$ cat src/hw/rtl/ple_pkg.sv
// Shared types and codes for the positional list engine.
package ple_pkg;

   localparam int VALUE_W  = 32;
   localparam int POS_W    = 8;
   localparam int OP_W     = 3;
   localparam int STATUS_W = 2;
   localparam int LEN_W    = 7;

   localparam logic [OP_W-1:0] OP_READ = 3'd0;
   localparam logic [OP_W-1:0] OP_HEAD = 3'd1;
   localparam logic [OP_W-1:0] OP_TAIL = 3'd2;
   localparam logic [OP_W-1:0] OP_AT   = 3'd3;
   localparam logic [OP_W-1:0] OP_DEL  = 3'd4;

   localparam logic [STATUS_W-1:0] ST_DONE  = 2'd0;
   localparam logic [STATUS_W-1:0] ST_RANGE = 2'd1;
   localparam logic [STATUS_W-1:0] ST_FULL  = 2'd2;

   localparam logic [VALUE_W-1:0] READ_MISS = '1;

   typedef struct packed {
      logic               ins;
      logic               del;
      logic [POS_W-2:0]   pos;
      logic [VALUE_W-1:0] value;
   } ple_shift_type;

   typedef struct packed {
      logic [VALUE_W-1:0]  read_value;
      logic [STATUS_W-1:0] status;
      logic [LEN_W-1:0]    length;
   } ple_rsp_type;

endpackage

$ cat src/hw/rtl/ple_cell.sv
// One list slot: holds an entry and takes its neighbor's on insert or delete.
module ple_cell #(
   parameter int IDX = 0
) (
   input  logic                          clock,
   input  ple_pkg::ple_shift_type        shift,
   input  logic [ple_pkg::VALUE_W-1:0]   left_entry,
   input  logic [ple_pkg::VALUE_W-1:0]   right_entry,
   output logic [ple_pkg::VALUE_W-1:0]   entry
);
   import ple_pkg::*;

   localparam logic [POS_W-2:0] MY_POS = (POS_W-1)'(IDX);

   logic [VALUE_W-1:0] entry_ff;
   logic [VALUE_W-1:0] entry_in;

   always_comb begin
      entry_in = entry_ff;
      if (shift.ins) begin
         if (MY_POS > shift.pos) begin
            entry_in = left_entry;
         end else if (MY_POS == shift.pos) begin
            entry_in = shift.value;
         end
      end else if (shift.del) begin
         if (MY_POS >= shift.pos) begin
            entry_in = right_entry;
         end
      end
   end

   always_ff @(posedge clock) begin
      entry_ff <= entry_in;
   end

   assign entry = entry_ff;

endmodule

$ cat src/hw/rtl/ple_out_queue.sv
// Two-slot response queue between the list and the response channel.
module ple_out_queue (
   input  logic                 clock,
   input  logic                 reset,
   input  logic                 push,
   input  ple_pkg::ple_rsp_type push_data,
   output logic                 full,
   output logic                 rsp_valid,
   input  logic                 rsp_stall,
   output ple_pkg::ple_rsp_type rsp_data
);
   import ple_pkg::*;

   logic [1:0]  fill_ff, fill_in;
   ple_rsp_type slot0_ff, slot0_in;
   ple_rsp_type slot1_ff, slot1_in;
   logic        pop;

   assign full      = (fill_ff == 2'd2);
   assign rsp_valid = (fill_ff != 2'd0);
   assign rsp_data  = slot0_ff;
   assign pop       = rsp_valid && !rsp_stall;

   always_comb begin
      fill_in  = fill_ff;
      slot0_in = slot0_ff;
      slot1_in = slot1_ff;
      case ({push, pop})
         2'b10: begin
            if (fill_ff == 2'd0) begin
               slot0_in = push_data;
            end else begin
               slot1_in = push_data;
            end
            fill_in = fill_ff + 2'd1;
         end
         2'b01: begin
            slot0_in = slot1_ff;
            fill_in  = fill_ff - 2'd1;
         end
         2'b11: begin
            if (fill_ff == 2'd1) begin
               slot0_in = push_data;
            end else begin
               slot0_in = slot1_ff;
               slot1_in = push_data;
            end
         end
         default: begin
            fill_in = fill_ff;
         end
      endcase
   end

   always_ff @(posedge clock) begin
      if (reset) begin
         fill_ff <= 2'd0;
      end else begin
         fill_ff <= fill_in;
      end
      slot0_ff <= slot0_in;
      slot1_ff <= slot1_in;
   end

endmodule

$ cat src/hw/rtl/positional_list_engine.sv
// Top level of the positional list engine: decode, cell row and response queue.
//
// Usage:
//   The request channel (req_valid, req_stall) carries an operation, a
//   position and a value: read, insert at head, append at tail, insert
//   before a position, or delete at a position. The list lives in a row of
//   CAPACITY cells; on insert every cell above the position takes its lower
//   neighbor's entry, on delete every cell from the position up takes its
//   upper neighbor's, all in the same cycle.
//   Each request yields one response (rsp_valid, rsp_stall) with the read
//   value, a status (done, out of range, full) and the new length.
//   The response is registered in the response queue and leaves behind
//   any older ones. Throughput is one request per cycle while req_stall is low.
//   Responses wait in a two-slot queue; while the receiver stalls, one more
//   request is taken, then req_stall rises until a slot drains.
//   Reset empties the list and the queue; stored entries keep stale data
//   that is never read.
module positional_list_engine #(
   parameter int CAPACITY = 16
) (
   input  logic                           clock,
   input  logic                           reset,
   input  logic                           req_valid,
   output logic                           req_stall,
   input  logic [ple_pkg::OP_W-1:0]       req_operation,
   input  logic signed [ple_pkg::POS_W-1:0]   req_position,
   input  logic signed [ple_pkg::VALUE_W-1:0] req_value,
   output logic                           rsp_valid,
   input  logic                           rsp_stall,
   output logic signed [ple_pkg::VALUE_W-1:0] rsp_read_value,
   output logic [ple_pkg::STATUS_W-1:0]   rsp_status,
   output logic [ple_pkg::LEN_W-1:0]      rsp_length
);
   import ple_pkg::*;

   localparam int CW = $clog2(CAPACITY + 1);
   localparam int IW = $clog2(CAPACITY);
   localparam logic [CW-1:0] FULL_COUNT = CW'(CAPACITY);

   logic [CW-1:0]      count_ff, count_in;
   logic [VALUE_W-1:0] entry [CAPACITY];
   ple_shift_type      shift;
   ple_rsp_type        rsp_new, rsp_out;
   logic               push;
   logic               neg;
   logic [POS_W-1:0]   pos_u, cnt_ext;
   logic               list_full;

   assign push      = req_valid && !req_stall;
   assign neg       = req_position[POS_W-1];
   assign pos_u     = req_position;
   assign cnt_ext   = POS_W'(count_ff);
   assign list_full = (count_ff == FULL_COUNT);

   always_comb begin
      shift            = '0;
      shift.value      = req_value;
      rsp_new.read_value = '0;
      rsp_new.status     = ST_DONE;
      count_in         = count_ff;
      unique case (req_operation)
         OP_READ: begin
            if (neg || pos_u >= cnt_ext) begin
               rsp_new.read_value = READ_MISS;
               rsp_new.status     = ST_RANGE;
            end else begin
               rsp_new.read_value = entry[pos_u[IW-1:0]];
            end
         end
         OP_HEAD, OP_TAIL: begin
            if (list_full) begin
               rsp_new.status = ST_FULL;
            end else begin
               shift.ins = 1'b1;
               shift.pos = (req_operation == OP_TAIL) ? (POS_W-1)'(count_ff) : '0;
               count_in  = count_ff + CW'(1);
            end
         end
         OP_AT: begin
            if (!neg && pos_u > cnt_ext) begin
               rsp_new.status = ST_RANGE;
            end else if (list_full) begin
               rsp_new.status = ST_FULL;
            end else begin
               shift.ins = 1'b1;
               shift.pos = neg ? '0 : pos_u[POS_W-2:0];
               count_in  = count_ff + CW'(1);
            end
         end
         OP_DEL: begin
            if (neg || pos_u >= cnt_ext) begin
               rsp_new.status = ST_RANGE;
            end else begin
               shift.del = 1'b1;
               shift.pos = pos_u[POS_W-2:0];
               count_in  = count_ff - CW'(1);
            end
         end
         default: begin
            count_in = count_ff;
         end
      endcase
      if (!push) begin
         shift.ins = 1'b0;
         shift.del = 1'b0;
         count_in  = count_ff;
      end
      rsp_new.length = LEN_W'(count_in);
   end

   for (genvar g = 0; g < CAPACITY; g++) begin : g_cell
      logic [VALUE_W-1:0] left_entry, right_entry;
      if (g == 0) begin : g_first
         assign left_entry = req_value;
      end else begin : g_mid_l
         assign left_entry = entry[g-1];
      end
      if (g == CAPACITY - 1) begin : g_last
         assign right_entry = req_value;
      end else begin : g_mid_r
         assign right_entry = entry[g+1];
      end
      ple_cell #(
         .IDX (g)
      ) u_cell (
         .clock       (clock),
         .shift       (shift),
         .left_entry  (left_entry),
         .right_entry (right_entry),
         .entry       (entry[g])
      );
   end

   always_ff @(posedge clock) begin
      if (reset) begin
         count_ff <= '0;
      end else begin
         count_ff <= count_in;
      end
   end

   ple_out_queue u_out_queue (
      .clock     (clock),
      .reset     (reset),
      .push      (push),
      .push_data (rsp_new),
      .full      (req_stall),
      .rsp_valid (rsp_valid),
      .rsp_stall (rsp_stall),
      .rsp_data  (rsp_out)
   );

   assign rsp_read_value = rsp_out.read_value;
   assign rsp_status     = rsp_out.status;
   assign rsp_length     = rsp_out.length;

endmodule

$ cat config.mk
export PLATFORM = sky130hd
export DESIGN_NAME = positional_list_engine
export DESIGN_NICKNAME = d
export VERILOG_FILES = /design/src/hw/rtl/ple_pkg.sv /design/src/hw/rtl/ple_cell.sv /design/src/hw/rtl/ple_out_queue.sv /design/src/hw/rtl/positional_list_engine.sv
export SDC_FILE = /design/constraint.sdc
export NUM_CORES = 2
export LEC_CHECK = 0
export BUFFER_PORTS_ARGS = -buffer_cell sky130_fd_sc_hd__buf_2
export CAP_MARGIN = 25
export CORE_UTILIZATION = 40
export DETAILED_ROUTE_END_ITERATION = 7
export PLACE_DENSITY_LB_ADDON = 0.08
export SYNTH_ARGS = -nofsm -noshare
export SYNTH_HDL_FRONTEND = slang
export SYNTH_SLANG_ARGS = --single-unit
$ cat constraint.sdc
create_clock -name clock -period 7.9 [get_ports clock]
set_clock_uncertainty 0.1 [all_clocks]
set_input_delay 0 -clock clock [delete_from_list [all_inputs] [get_ports clock]]
set_output_delay 0 -clock clock [all_outputs]
set_load 0.01 [all_outputs]
==> metrics.csv <==
stage,metric,value,unit
outcome,result of the run,finished clean,
placed_design,number of buffers added on ports,87,
grt,number of global-route vias before repair,24100,
clock_tree,Post-CTS Resized,0,
finish,Final Util,45.5,%
sta,pin slew with the least headroom to its limit,1130,ps
yosys,Synth Register Bits,597,
setup_path,Worst Path Max Fanout,35,
clock_tree,worst skew pair latency,610,ps
setup_path,Worst Path Required,8080,ps
detailed_routing,via count,24300,
grt,first-pass GRT wire length,162,mm
sta,"Hold Violations, Final",0,
finish,final instance count without filler cells,3986,
yosys,cell area after synthesis,33500,um2
sta,clock period minus final worst setup slack,5210,ps
sta,Slew Limit Headroom,24.6,%
grt,maximum number of pins on one net before global-route repair,240,
yosys,"FFs w/ async S/R, synth",0,%
grt,antenna violations before repair,3,
setup_path,path type of the worst setup path,reg -> reg,
finish,fraction of layout instances using a drive strength above 1,15.4,%
placed_design,Post-DP HPWL,65.4,mm
yosys,number of warning messages in the yosys log,0,
detailed_routing,count of antenna-violating nets left after detailed routing,0,
yosys,gate count after technology mapping,2876,
setup_path,cell type with the highest occurrence count on the critical path,sky130_fd_sc_hd__buf_4,
clock_tree,number of buffers added by the clock tree synthesis step,72,
power,total leakage power,13.0,nW
detailed_routing,aggregate routed wire length,109,mm
sta,setup TNS,0,ps
yosys,Post-Syn Area per Cell,11.7,um2
flow_run,Max-Cap Viols,0,
setup_path,CP endpoint kind,register,
hold_path,worst hold-check path type,in -> reg,
floorplan,die outline height,291,um
placed_design,dpl cells,3819,
clock_tree,clock tree from TritonCTS,built,
yosys,flip-flop cell with the highest count after synthesis,sky130_fd_sc_hd__edfxtp_1,
floorplan,die area,85000,um2
detailed_routing,drt drc,0,
setup_path,data arrival time at the worst-slack endpoint,5390,ps
sta,final setup violation count,0,
sta,peak clock frequency supported by timing,192,MHz
yosys,sequential fraction of the synthesis area,53.3,%
floorplan,starting utilization of the core area,40.6,%
setup_path,element type at the critical path start,register,
floorplan,placement row count,105,
clock_tree,Clock Tree Root,sky130_fd_sc_hd__clkbuf_16,
clock_tree,clock transition time at the flip-flop clock pins of the worst setup and hold paths,60,ps
yosys,library cells used by synthesis,67,
setup_path,crit-path max cell delay,740,ps
sta,unrepaired setup endpoints after global routing,no,
clock_tree,number of H-tree levels,3,
clock_tree,sinks on the clock net,597,
detailed_routing,Pre-Repair DR Iteration Count,6,
detailed_routing,routed len/inst,27.3,um
grt,leftover overflow at the end of global routing,0,
floorplan,Core Box Area,82500,um2
sta,max-slew violation count,0,
floorplan,Die Span X,291,um
power,maximum ir drop on the vdd rail,0.164,mV
grt,GR Util All Layers,25.5,%
finish,area added between synthesis and finish,12.0,%
finish,Final Net Count,2921,
clock_tree,# Post-CTS Setup Buffers,0,
floorplan,I/O pin count,90,
yosys,number of synthesized flops with an enable pin,590,
finish,Antenna Diode Count,0,
detailed_routing,post-DR vias/cell,6.10,
power,power density normalized to cell area,258,nW/um2
setup_path,worst path cell trace,"inv_1, ha_1, or4b_4, a31o_1, a32o_1, o32ai_4, buf_4, nand2_4, nor2_4, buf_4",
sta,"Worst Setup Slack, final",2690,ps
placed_design,GP Congestion,0.856,
detailed_routing,initial detailed-routing violation count,2549,
sta,Final Cycle Share,65.9,%
sta,Hold Slack,71.4,ps
placed_design,Post-Place Worst Slack,2600,ps
setup_path,crit path max-delay cell type,sky130_fd_sc_hd__buf_4,
clock_tree,maximum count of clock buffers along a single path,3,
## area by class of cell
| cell class | count | area [um2] |
|---|---|---|
| fill | 7541 | 45000 |
| sequential | 597 | 17900 |
| multi-input combinational | 1957 | 14500 |
| clock buffer | 98 | 1960 |
| timing repair buffer | 182 | 1420 |
| tap | 1070 | 1340 |
| clock inverter | 31 | 225 |
| inverter | 51 | 191 |
## sequential cells by signal, summed over array words and instances, names as in the netlist
signal,cells
g_cell.u_cell.entry,512
u_out_queue.rsp_data,39
u_out_queue.slot1_ff,39
count_ff,5
u_out_queue.fill_ff,2
## cell usage after synthesis (7+ instances only)
cell type	n	area share [%]
sky130_fd_sc_hd__and2_1	37	0.69
sky130_fd_sc_hd__mux4_2	160	11
sky130_fd_sc_hd__o211ai_1	35	0.78
sky130_fd_sc_hd__ha_1	13	0.49
sky130_fd_sc_hd__dfxtp_1	7	0.42
sky130_fd_sc_hd__inv_1	51	0.57
sky130_fd_sc_hd__o21a_1	36	0.81
sky130_fd_sc_hd__buf_2	83	1.2
sky130_fd_sc_hd__buf_1	19	0.21
sky130_fd_sc_hd__o21ai_0	237	3.5
sky130_fd_sc_hd__nor2_1	163	1.8
sky130_fd_sc_hd__edfxtp_1	590	53
sky130_fd_sc_hd__o221ai_1	31	0.81
sky130_fd_sc_hd__a221oi_1	31	0.81
sky130_fd_sc_hd__nand2_1	491	5.5
sky130_fd_sc_hd__clkbuf_1	155	1.7
sky130_fd_sc_hd__a221o_1	36	1.1
sky130_fd_sc_hd__mux2i_1	257	7.7
sky130_fd_sc_hd__mux2_1	32	1.1
sky130_fd_sc_hd__o21ai_1	99	1.5
sky130_fd_sc_hd__nor3_1	12	0.18
sky130_fd_sc_hd__nand3_1	67	1.0
sky130_fd_sc_hd__buf_4	11	0.25
sky130_fd_sc_hd__a21oi_1	139	2.1
## path summary, 6_finish.rpt
kind,from,to,slack [ps],depth (start not counted)
max,count_ff[4]$_SDFF_PP0_,g_cell[1].u_cell.entry[20]$_DFFE_PP_,2690,10
max reg2reg,count_ff[4]$_SDFF_PP0_,g_cell[1].u_cell.entry[20]$_DFFE_PP_,2690,10
min,req_operation[0],u_out_queue.slot1_ff[7]$_DFFE_PP_,70,4
min reg2reg,u_out_queue.fill_ff[1]$_SDFFE_PP0P_,u_out_queue.fill_ff[1]$_SDFFE_PP0P_,430,2
## kinds of logic (layout without fill, tap and decap cells)
family | count (synthesis) | count (layout) | share of synthesized area (%)
fa+ha+maj | 13 | 13 | 0.485
other cells | 1 | 2 | 0.0112
flops | 597 | 597 | 53.3
xor+xnor | 5 | 5 | 0.131
mux | 449 | 449 | 19.5
simple gates | 802 | 802 | 9.88
buf+inv | 323 | 362 | 4.14
compound gates | 686 | 686 | 12.6
## critical path: cells and delay by family, from the launching register on
| family | cells | cell delay (ps) |
|---|---|---|
| DFF | 1 | 470 |
| adders and majority gates | 1 | 290 |
| buffers and inverters | 3 | 1290 |
| and+or+nand+nor | 3 | 1730 |
| AOI/OAI and AO/OA | 3 | 980 |
## through the flow
stage                     power [mW]  instance area [um2]
after floorplan                 5.75                33500
after global placement          6.48                34800
after detailed placement        6.54                34900
after CTS                       9.77                37500
after global routing            10.1                37500
final                           9.69                37500
## cells in the final DEF (no fill, tap or decap), types with 4 or more instances in the layout
master,count
sky130_fd_sc_hd__nor2_4,12
sky130_fd_sc_hd__a21oi_1,138
sky130_fd_sc_hd__mux2_1,32
sky130_fd_sc_hd__o221ai_1,31
sky130_fd_sc_hd__nand2b_1,4
sky130_fd_sc_hd__o21a_1,35
sky130_fd_sc_hd__nand2_4,4
sky130_fd_sc_hd__o211ai_1,35
sky130_fd_sc_hd__and2_1,36
sky130_fd_sc_hd__clkbuf_1,23
sky130_fd_sc_hd__nor3_1,10
sky130_fd_sc_hd__clkbuf_16,75
sky130_fd_sc_hd__nand3_1,67
sky130_fd_sc_hd__a221oi_1,31
sky130_fd_sc_hd__o21ai_1,98
sky130_fd_sc_hd__nand2_1,487
sky130_fd_sc_hd__a21o_1,5
sky130_fd_sc_hd__nor2_1,149
sky130_fd_sc_hd__ha_1,13
sky130_fd_sc_hd__dlygate4sd3_1,37
sky130_fd_sc_hd__clkinv_2,8
sky130_fd_sc_hd__buf_4,48
sky130_fd_sc_hd__inv_1,50
sky130_fd_sc_hd__mux4_2,160
sky130_fd_sc_hd__mux2i_1,257
sky130_fd_sc_hd__buf_12,7
sky130_fd_sc_hd__o21ai_0,236
sky130_fd_sc_hd__dfxtp_1,7
sky130_fd_sc_hd__a221o_1,36
sky130_fd_sc_hd__edfxtp_1,590
sky130_fd_sc_hd__buf_2,84
sky130_fd_sc_hd__clkinv_1,16
## report_power, final
part           leakage, nW  switching, mW  internal [mW]
registers             5.58          0.242           4.20
logic                 6.34           1.35          0.719
clock network         1.07           1.35           1.84
total                 13.0           2.94           6.75
## metal layers
metal,GRT usage (%),part of all wire (%),up-vias
li1,-,-,10900
met4,7.60,2.8,4
met1,36.1,44,12300
met5,2.21,0.25,-
met3,6.27,8.7,172
met2,38.5,45,1007
## timing repair
item                                   in CTS  in global routing
hold buffers                               37                  0
setup endpoints to repair                   0                  0
endpoints found under the hold margin     516                  0
Power figures use the tool's default switching activity.
